<file path="src/sv/abq_pkg.sv">
// Shared types, widths and constants of the absmax block quantizer.
package abq_pkg;

    localparam int BLOCK_SIZE = 32;
    localparam int CNT_W      = $clog2(BLOCK_SIZE + 1);
    localparam int ADDR_W     = $clog2(BLOCK_SIZE);

    localparam int SAMPLE_W   = 16;
    localparam int SCALE_W    = 21;
    localparam int CODE_W     = 8;

    // serial divider sizing
    localparam int NUM_W      = 25;  // 512*amax + 127 and |2*D*x + amax|
    localparam int DEN_W      = 17;  // 2*amax
    localparam int REM_W      = DEN_W;
    localparam int QUO_W      = SCALE_W;
    localparam int CODE_QUO_W = 8;   // code quotients never exceed 127
    localparam int STEP_W     = $clog2(QUO_W + 1);

    localparam logic [7:0] DIV_4BIT = 8'd7;
    localparam logic [7:0] DIV_8BIT = 8'd127;

    localparam logic MODE_4BIT = 1'b0;
    localparam logic MODE_8BIT = 1'b1;

    localparam logic [3:0] NIB_OFFSET = 4'd8;

    typedef struct packed {
        logic signed [SAMPLE_W-1:0] sample;
        logic                       row_end;
    } t_req;

    typedef struct packed {
        logic               is_scale;
        logic [SCALE_W-1:0] scale;
        logic [CODE_W-1:0]  code_byte;
        logic               block_last;
        logic               row_last;
    } t_result;

    // block hand-off from the buffer to the sequencer
    typedef struct packed {
        logic                go;
        logic [CNT_W-1:0]    count;
        logic [SAMPLE_W-1:0] amax;
        logic                row_end;
        logic                mode;
    } t_blk;

    typedef struct packed {
        logic              en;
        logic [ADDR_W-1:0] addr;
    } t_rd_req;

    typedef struct packed {
        logic             start;
        logic             wide;   // 1: full scale quotient, 0: code quotient
        logic [NUM_W-1:0] numer;
        logic [DEN_W-1:0] denom;
    } t_div_cmd;

    typedef struct packed {
        logic             done;
        logic [QUO_W-1:0] quot;
    } t_div_rsp;

    typedef enum logic [2:0] {
        SEQ_IDLE,
        SEQ_SCALE_GO,
        SEQ_SCALE_WAIT,
        SEQ_READ,
        SEQ_MUL,
        SEQ_DIV_GO,
        SEQ_DIV_WAIT,
        SEQ_CODE
    } t_seq_state;

endpackage

</file>
<file path="src/sv/abq_serial_div.sv">
// Restoring serial divider, one quotient bit per cycle.
module abq_serial_div import abq_pkg::*; (
    input  logic     i_clk,
    input  logic     i_rst_n,
    input  t_div_cmd i_cmd,
    output t_div_rsp o_rsp
);

    logic              r_run;
    logic              r_done;
    logic [STEP_W-1:0] r_cnt;
    logic [REM_W-1:0]  r_rem;
    logic [NUM_W-1:0]  r_num;
    logic [DEN_W-1:0]  r_den;
    logic [QUO_W-1:0]  r_quo;

    logic [REM_W:0]    rem_sh;
    logic [REM_W:0]    diff;
    logic              ge;
    logic [REM_W-1:0]  n_rem;

    assign rem_sh = {r_rem, r_num[NUM_W-1]};
    assign diff   = rem_sh - {1'b0, r_den};
    assign ge     = rem_sh >= {1'b0, r_den};
    assign n_rem  = ge ? diff[REM_W-1:0] : rem_sh[REM_W-1:0];

    always_ff @(posedge i_clk) begin
        if (!i_rst_n) begin
            r_run  <= 1'b0;
            r_done <= 1'b0;
        end else begin
            r_done <= 1'b0;
            if (i_cmd.start) begin
                r_run <= 1'b1;
            end else if (r_run && r_cnt == STEP_W'(1)) begin
                r_run  <= 1'b0;
                r_done <= 1'b1;
            end
        end
    end

    always_ff @(posedge i_clk) begin
        if (i_cmd.start) begin
            r_den <= i_cmd.denom;
            r_quo <= '0;
            if (i_cmd.wide) begin
                r_cnt <= STEP_W'(QUO_W);
                r_rem <= REM_W'(i_cmd.numer >> QUO_W);
                r_num <= i_cmd.numer << (NUM_W - QUO_W);
            end else begin
                r_cnt <= STEP_W'(CODE_QUO_W);
                r_rem <= REM_W'(i_cmd.numer >> CODE_QUO_W);
                r_num <= i_cmd.numer << (NUM_W - CODE_QUO_W);
            end
        end else if (r_run) begin
            r_cnt <= r_cnt - STEP_W'(1);
            r_rem <= n_rem;
            r_num <= r_num << 1;
            r_quo <= {r_quo[QUO_W-2:0], ge};
        end
    end

    assign o_rsp.done = r_done;
    assign o_rsp.quot = r_quo;

endmodule

</file>
<file path="src/sv/abq_seq.sv">
// Sequencer: scale and code generation over the shared divider.
module abq_seq import abq_pkg::*; (
    input  logic                       i_clk,
    input  logic                       i_rst_n,
    input  t_blk                       i_blk,
    input  logic signed [SAMPLE_W-1:0] i_rd_data,
    input  t_div_rsp                   i_div,
    output t_rd_req                    o_rd,
    output t_div_cmd                   o_div,
    output logic                       o_busy,
    output t_result                    o_res,
    output logic                       o_res_vld
);

    t_seq_state r_state, n_state;

    logic [CNT_W-1:0]    r_count;
    logic [SAMPLE_W-1:0] r_amax;
    logic                r_rend;
    logic                r_mode;
    logic [CNT_W-1:0]    r_idx;
    logic                r_half;
    logic [3:0]          r_lo_nib;
    logic signed [NUM_W-1:0] r_tnum;
    t_result             r_res;
    logic                r_res_vld;

    t_result             n_res;
    logic                n_res_vld;

    logic [CNT_W-1:0]        idx_inc;
    logic                    code_last;
    logic [7:0]              div_c;
    logic signed [8:0]       twod;
    logic signed [NUM_W-1:0] prod;
    logic signed [NUM_W-1:0] tnum;
    logic [NUM_W-1:0]        tmag;
    logic [NUM_W-1:0]        scale_num;
    logic [DEN_W-1:0]        scale_den;
    logic signed [CODE_QUO_W:0] q_mag;
    logic signed [CODE_QUO_W:0] q_sgn;
    logic signed [CODE_QUO_W:0] q_lo;
    logic signed [CODE_QUO_W:0] q_hi;
    logic signed [CODE_QUO_W:0] q_clp;
    logic [3:0]              nib;

    assign idx_inc   = r_idx + CNT_W'(1);
    assign code_last = (idx_inc == r_count);

    // scale = (512*amax + D) / (2*D)
    assign div_c     = (r_mode == MODE_8BIT) ? DIV_8BIT : DIV_4BIT;
    assign scale_num = NUM_W'({r_amax, 9'b0}) + NUM_W'(div_c);
    assign scale_den = DEN_W'({div_c, 1'b0});

    // code numerator 2*D*x + amax, then sign and magnitude for the divider
    assign twod = signed'({div_c, 1'b0});
    assign prod = twod * i_rd_data;
    assign tnum = prod + signed'(NUM_W'(r_amax));
    assign tmag = r_tnum[NUM_W-1] ? NUM_W'(-r_tnum) : NUM_W'(r_tnum);

    assign q_mag = signed'({1'b0, i_div.quot[CODE_QUO_W-1:0]});
    assign q_lo  = (r_mode == MODE_8BIT) ? -9'sd127 : -9'sd8;
    assign q_hi  = (r_mode == MODE_8BIT) ?  9'sd127 :  9'sd7;

    always_comb begin
        if (r_amax == '0) begin
            q_sgn = '0;
        end else if (r_tnum[NUM_W-1]) begin
            q_sgn = -q_mag;
        end else begin
            q_sgn = q_mag;
        end
        if (q_sgn < q_lo) begin
            q_clp = q_lo;
        end else if (q_sgn > q_hi) begin
            q_clp = q_hi;
        end else begin
            q_clp = q_sgn;
        end
    end

    assign nib = q_clp[3:0] + NIB_OFFSET;

    // next state
    always_comb begin
        n_state = r_state;
        unique case (r_state)
            SEQ_IDLE:       if (i_blk.go) n_state = SEQ_SCALE_GO;
            SEQ_SCALE_GO:   n_state = SEQ_SCALE_WAIT;
            SEQ_SCALE_WAIT: if (i_div.done) n_state = SEQ_READ;
            SEQ_READ:       n_state = SEQ_MUL;
            SEQ_MUL:        n_state = SEQ_DIV_GO;
            SEQ_DIV_GO:     n_state = SEQ_DIV_WAIT;
            SEQ_DIV_WAIT:   if (i_div.done) n_state = SEQ_CODE;
            SEQ_CODE:       n_state = code_last ? SEQ_IDLE : SEQ_READ;
            default:        n_state = SEQ_IDLE;
        endcase
    end

    // outputs
    always_comb begin
        o_div     = '0;
        o_rd      = '0;
        n_res     = '0;
        n_res_vld = 1'b0;
        unique case (r_state)
            SEQ_SCALE_GO: begin
                o_div.start = 1'b1;
                o_div.wide  = 1'b1;
                o_div.numer = scale_num;
                o_div.denom = scale_den;
            end
            SEQ_SCALE_WAIT: begin
                if (i_div.done) begin
                    n_res_vld      = 1'b1;
                    n_res.is_scale = 1'b1;
                    n_res.scale    = i_div.quot;
                end
            end
            SEQ_READ: begin
                o_rd.en   = 1'b1;
                o_rd.addr = r_idx[ADDR_W-1:0];
            end
            SEQ_DIV_GO: begin
                o_div.start = 1'b1;
                o_div.numer = tmag;
                o_div.denom = DEN_W'({r_amax, 1'b0});
            end
            SEQ_CODE: begin
                n_res_vld = (r_mode == MODE_8BIT) || r_half || code_last;
                if (r_mode == MODE_8BIT) begin
                    n_res.code_byte = q_clp[CODE_W-1:0];
                end else if (r_half) begin
                    n_res.code_byte = {nib, r_lo_nib};
                end else begin
                    n_res.code_byte = {NIB_OFFSET, nib};
                end
                n_res.block_last = code_last;
                n_res.row_last   = code_last && r_rend;
            end
            default: begin
            end
        endcase
    end

    always_ff @(posedge i_clk) begin
        if (!i_rst_n) begin
            r_state   <= SEQ_IDLE;
            r_res_vld <= 1'b0;
        end else begin
            r_state   <= n_state;
            r_res_vld <= n_res_vld;
        end
    end

    always_ff @(posedge i_clk) begin
        r_res <= n_res;
        if (r_state == SEQ_IDLE && i_blk.go) begin
            r_count <= i_blk.count;
            r_amax  <= i_blk.amax;
            r_rend  <= i_blk.row_end;
            r_mode  <= i_blk.mode;
            r_idx   <= '0;
            r_half  <= 1'b0;
        end
        if (r_state == SEQ_MUL) begin
            r_tnum <= tnum;
        end
        if (r_state == SEQ_CODE) begin
            r_idx <= idx_inc;
            if (r_mode == MODE_4BIT) begin
                if (n_res_vld) begin
                    r_half <= 1'b0;
                end else begin
                    r_half   <= 1'b1;
                    r_lo_nib <= nib;
                end
            end
        end
    end

    assign o_busy    = (r_state != SEQ_IDLE);
    assign o_res     = r_res;
    assign o_res_vld = r_res_vld;

    a_done_in_wait: assert property (@(posedge i_clk) disable iff (!i_rst_n)
        i_div.done |-> (r_state == SEQ_SCALE_WAIT || r_state == SEQ_DIV_WAIT))
        else $error("divider finished outside a wait state");

    a_gap_after_last: assert property (@(posedge i_clk) disable iff (!i_rst_n)
        (r_res_vld && r_res.block_last) |=> !r_res_vld)
        else $error("result strobe after the last item of a block");

    a_scale_then_read: assert property (@(posedge i_clk) disable iff (!i_rst_n)
        (r_res_vld && r_res.is_scale) |-> (r_state == SEQ_READ))
        else $error("scale item not followed by the first sample read");

endmodule

</file>
<file path="src/sv/absmax_block_quantizer_core.sv">
// Top level of the absmax block quantizer: sample buffer, block max, config.
// A block of n samples ends on its last request; the scale item comes
// first, then each sample is read, multiplied, put through an 8-step serial
// divide and coded; in 4-bit mode one byte is emitted per pair of samples.
// Throughput: one request per cycle while a block fills; busy stays high from
// block end until the last result is out. The receiver cannot stall.
// Reset (synchronous, i_rst_n low): empty block, amax 0, 4-bit mode, idle.
module absmax_block_quantizer_core import abq_pkg::*; (
    input  logic    i_clk,
    input  logic    i_rst_n,
    input  logic    start,
    output logic    busy,
    input  t_req    i_req,
    input  logic    i_cfg_we,
    input  logic    i_cfg_data,
    output t_result o_res,
    output logic    o_res_vld
);

    // code_mode register; sampled into the sequencer at block end
    logic r_code_mode;

    // sample buffer, one write port (incoming requests), one read port (sequencer)
    logic signed [SAMPLE_W-1:0] r_mem [BLOCK_SIZE];
    logic signed [SAMPLE_W-1:0] r_rd_data;

    logic [CNT_W-1:0]    r_fill;
    logic [SAMPLE_W-1:0] r_amax;

    logic                accept;
    logic                blk_end;
    logic [SAMPLE_W-1:0] sample_u;
    logic [SAMPLE_W-1:0] mag;
    logic [SAMPLE_W-1:0] new_amax;

    t_blk     blk;
    t_rd_req  rd;
    t_div_cmd div_cmd;
    t_div_rsp div_rsp;
    logic     seq_busy;

    assign accept  = start && !busy;
    // block closes when full or on the row's last sample
    assign blk_end = accept && (r_fill == CNT_W'(BLOCK_SIZE - 1) || i_req.row_end);

    // magnitude of -32768 is 32768, which still fits 16 bits unsigned
    assign sample_u = i_req.sample;
    assign mag      = sample_u[SAMPLE_W-1] ? (~sample_u + SAMPLE_W'(1)) : sample_u;
    assign new_amax = (mag > r_amax) ? mag : r_amax;

    always_ff @(posedge i_clk) begin
        if (!i_rst_n) begin
            r_code_mode <= MODE_4BIT;
            r_fill      <= '0;
            r_amax      <= '0;
        end else begin
            if (i_cfg_we) begin
                r_code_mode <= i_cfg_data;
            end
            if (blk_end) begin
                r_fill <= '0;
                r_amax <= '0;
            end else if (accept) begin
                r_fill <= r_fill + CNT_W'(1);
                r_amax <= new_amax;
            end
        end
    end

    always_ff @(posedge i_clk) begin
        if (accept) begin
            r_mem[r_fill[ADDR_W-1:0]] <= i_req.sample;
        end
        if (rd.en) begin
            r_rd_data <= r_mem[rd.addr];
        end
    end

    // block hand-off: count and amax include the closing sample
    assign blk.go      = blk_end;
    assign blk.count   = r_fill + CNT_W'(1);
    assign blk.amax    = new_amax;
    assign blk.row_end = i_req.row_end;
    assign blk.mode    = r_code_mode;

    abq_seq u_seq (
        .i_clk     (i_clk),
        .i_rst_n   (i_rst_n),
        .i_blk     (blk),
        .i_rd_data (r_rd_data),
        .i_div     (div_rsp),
        .o_rd      (rd),
        .o_div     (div_cmd),
        .o_busy    (seq_busy),
        .o_res     (o_res),
        .o_res_vld (o_res_vld)
    );

    abq_serial_div u_div (
        .i_clk   (i_clk),
        .i_rst_n (i_rst_n),
        .i_cmd   (div_cmd),
        .o_rsp   (div_rsp)
    );

    assign busy = seq_busy;

    a_busy_after_end: assert property (@(posedge i_clk) disable iff (!i_rst_n)
        blk_end |=> busy)
        else $error("block closed but quantizer not busy");

    a_empty_while_busy: assert property (@(posedge i_clk) disable iff (!i_rst_n)
        busy |-> (r_fill == '0 && r_amax == '0))
        else $error("buffer not cleared while a block is being coded");

    a_fill_in_range: assert property (@(posedge i_clk) disable iff (!i_rst_n)
        r_fill < CNT_W'(BLOCK_SIZE))
        else $error("fill count past the block size");

endmodule

</file>
<file path="config.mk">
export PLATFORM = sky130hd
export DESIGN_NAME = absmax_block_quantizer_core
export DESIGN_NICKNAME = d
export VERILOG_FILES = /design/src/sv/abq_pkg.sv /design/src/sv/abq_serial_div.sv /design/src/sv/abq_seq.sv /design/src/sv/absmax_block_quantizer_core.sv
export SDC_FILE = /design/constraint.sdc
export NUM_CORES = 1
export LEC_CHECK = 0
export BUFFER_PORTS_ARGS = -buffer_cell sky130_fd_sc_hd__buf_2
export CAP_MARGIN = 20
export CORE_ASPECT_RATIO = 0.5
export CORE_MARGIN = 2
export CORE_UTILIZATION = 60
export DETAILED_ROUTE_END_ITERATION = 10
export PLACE_DENSITY = 0.82
export SLEW_MARGIN = 40
export SYNTH_ARGS = -nofsm -noshare
export SYNTH_HDL_FRONTEND = slang
export SYNTH_SLANG_ARGS = --single-unit
export TNS_END_PERCENT = 10
</file>
<file path="constraint.sdc">
create_clock -name i_clk -period 6.9 [get_ports i_clk]
set_clock_uncertainty 0.1 [all_clocks]
set_input_delay 0.69 -clock i_clk [delete_from_list [all_inputs] [get_ports i_clk]]
set_output_delay 0.69 -clock i_clk [all_outputs]
set_load 0.02 [all_outputs]
</file>
==> results.ini <==
[cts]
cts_buffers = 61
clk_latency_ps = 650
cts.path.max_buffers = 3
clock_sinks = 729
cts_root_buf = clkbuf_16
post_cts_buffers = 0
htree_levels = 2
clk_pin_slew_ps = 70
cts_tree = built

[timing]
finalCritPeriodShare = 0.934
setup_slack_ps = 455
max_freq_mhz = 155
drv_slew = 0
setup_tns_ps = 0
setup_viol = 0
holdWs_ps = 137
post-route-min-period_ps = 6440
hold_viol = 0
slew_headroom = 0.442
rsz0062_at_grt = no
worst_pin_slew_ps = 837

[yosys]
yosys-top-cells-area = edfxtp_1 55%, dfxtp_1 4.7%, fa_1 4.4%
synth_top_cells_by_count = 646 x edfxtp_1, 246 x o21ai_0, 227 x inv_1, 163 x nand2_1, 147 x nor2_1
netlist_area_um2 = 35500
synth_fp_nets = 2908
ys_ff_latch = 729
synth_enable_flop_cells = 646
netlist_instances = 2689
synth_top_cell_area_share = 0.547
async_flop_share = 0
ys_warn_count = 0
synth_cell_types = 86
ys.flop_type = edfxtp_1
synth.most_common_cell = edfxtp_1
syn_avg_cell_area_um2 = 13.2
yosysTopAreaCell = edfxtp_1
ys_seq_area_frac = 0.593

[worst_setup_path]
startpoint = u_seq.r_mode
crit_path_end_kind = flop
worstSetupPathType = flop to flop
regToRegStartpoint = u_seq.r_mode
worstPathRequired_ps = 7160
path_cells = clkinvlp_4 > nor2_1 > inv_1 > fa_1 > inv_1 > fa_1 > fa_1 > inv_1 > fa_1 > inv_1 > ha_1 > a21o_1 > a22oi_1 > a21oi_2 > xor2_1 > ha_1 > nand3_1 > o21ai_0 > a21o_1 > nand3_1 > a21oi_1 > nand3_1 > xnor2_1
slowest_stage = fa_1
crit_buf_inv = 5
max_stage_delay_ps = 540
cp_max_fo = 15
crit_family = adder cells
start_kind = flop
worstPathArrival_ps = 6700

[min_path]
min_from = i_req[0]
hold_class = input pin to flop

[global_routing]
gr-total-overflow = 0
grt_pass1_wl_mm = 125
grt_pass1_vias = 22000
track_usage = 0.264
grt_max_degree = 133
antenna_found_initial = 2

[power]
internal-power_w = 0.0108
ir_drop_v = 0.000486
leakage_nw = 14.4
p_switching_w = 0.00633
seqPwrFrac = 0.337
pwr-share-clk = 0.217
combPwrFrac = 0.445
switching_share = 0.369
power_density_nw_per_um2 = 440

[floorplanning]
initial_core_util = 0.612
core-area_um2 = 57900
die_w_um = 348
dieArea_um2 = 61200
die_h_um = 176
rows = 62
io_pins = 56

[placed_design]
pre_cts_ws_ps = 453
post_dp_cell_area_um2 = 36700
dp_hpwl_mm = 49.9
numPortBuffers = 55
place.gp.congestion = 0.919

[drt]
viasPerCell = 6.21
drcViolationCount = 0
via_count = 22100
drtIter0Drc = 2646
ant_nets = 0
wirelength_mm = 80.6
wl_per_cell_um = 22.6
drt_pass1_iterations = 6

[run]
max_cap_violations = 0

[cells_and_area]
design_area_um2 = 39000
nNetsFinal = 2960
syn2layout_area_growth_pct = 9.77
drive_gt1_frac = 0.144
fin_util = 0.672

[outcome]
status = complete, no violations

-- final cells by class --
type / count / area [µm²]
Sequential cell: 729 / 21100
Fill cell: 3762 / 19000
Multi-Input combinational cell: 1604 / 13100
Clock buffer: 72 / 1650
Tap cell: 768 / 961
Inverter: 230 / 867
Timing Repair Buffer: 115 / 762
Clock inverter: 44 / 522
Antenna cell: 2 / 5.00
-- metal layers --
metal | up-vias | wire length, µm | track usage
met2 | 1015 | 38000 | 0.427
met1 | 11000 | 33300 | 0.368
li1 | 9943 | - | -
met3 | 160 | 6560 | 0.0421
met5 | - | 28 | 0
met4 | 4 | 2710 | 0.0983
-- registers in the layout, summed over array words and instances (netlist names), 5 cells and up --
register / count
r_fill: 6
r_mem: 512
u_seq.r_count: 6
u_div.r_num: 21
u_div.r_quo: 21
u_div.r_rem: 17
u_div.r_cnt: 5
r_rd_data: 16
u_seq.r_idx: 6
u_seq.r_tnum: 25
u_div.r_den: 16
r_amax: 16
u_seq.r_amax: 16
u_seq.o_res: 32
-- repair_timing --
item,CTS,global route
endpoints found under the setup margin,0,1
hold buffers,0,0
gates resized for setup,0,1
-- worst register-to-register path: stages, from the launching register on --
cell and delay [ps]:
edfxtp_1 400, clkinvlp_4 270, nor2_1 270, inv_1 120
fa_1 510, inv_1 50, fa_1 460, fa_1 540
inv_1 60, fa_1 540, inv_1 50, ha_1 360
a21o_1 230, a22oi_1 250, a21oi_2 140, xor2_1 160
ha_1 390, nand3_1 110, o21ai_0 340, a21o_1 210
nand3_1 90, a21oi_1 240, nand3_1 120, xnor2_1 170
-- logic make-up after synthesis --
group,Yosys count,synth area share
buffers and inverters,356,0.0392
AOI/OAI and AO/OA,540,0.0918
and+or+nand+nor,520,0.0700
adders and majority gates,197,0.0860
DFF,729,0.593
muxes,238,0.0926
xor gates and xnor gates,109,0.0269
-- per-stage QoR --
| stage | power [W] | cells |
|---|---|---|
| floorplan | 0.0118 | 2689 |
| global placement | 0.0131 | 3445 |
| detailed placement | 0.0134 | 3445 |
| CTS | 0.0171 | 3561 |
| global route | 0.0183 | 3562 |
| finish | 0.0171 | 3564 |
-- placed cells by master, fill, tap and decap left out, drive strengths merged, types with 78 or more instances in the layout --
| cell type | n |
|---|---|
| edfxtp | 646 |
| o21ai | 264 |
| inv | 231 |
| nand2 | 166 |
| nor2 | 148 |
| ha | 119 |
| buf | 115 |
| mux2i | 94 |
| a21oi | 91 |
| dfxtp | 83 |
| mux2 | 80 |
| fa | 78 |
-- power groups by stage --
stage | clock, W | combinational [W] | sequential (W)
6_report | 0.00372 | 0.00763 | 0.00578
5_1_grt | 0.00392 | 0.00855 | 0.00581
4_1_cts | 0.00375 | 0.00758 | 0.00578
3_5_place_dp | 0 | 0.00751 | 0.00587
3_3_place_gp | 0 | 0.00723 | 0.00585
2_1_floorplan | 0 | 0.00602 | 0.00578
-- path summary, 6_finish.rpt --
path                                    endpoint  slack (ps)  depth (start not counted)
worst max-delay path            u_seq.r_tnum[22]         460                         23
worst min-delay path                u_seq.r_rend         140                          1
worst max register to register  u_seq.r_tnum[22]         460                         23
worst min register to register    u_seq.o_res[0]         350                          1
(Power assumes the default switching activity.)
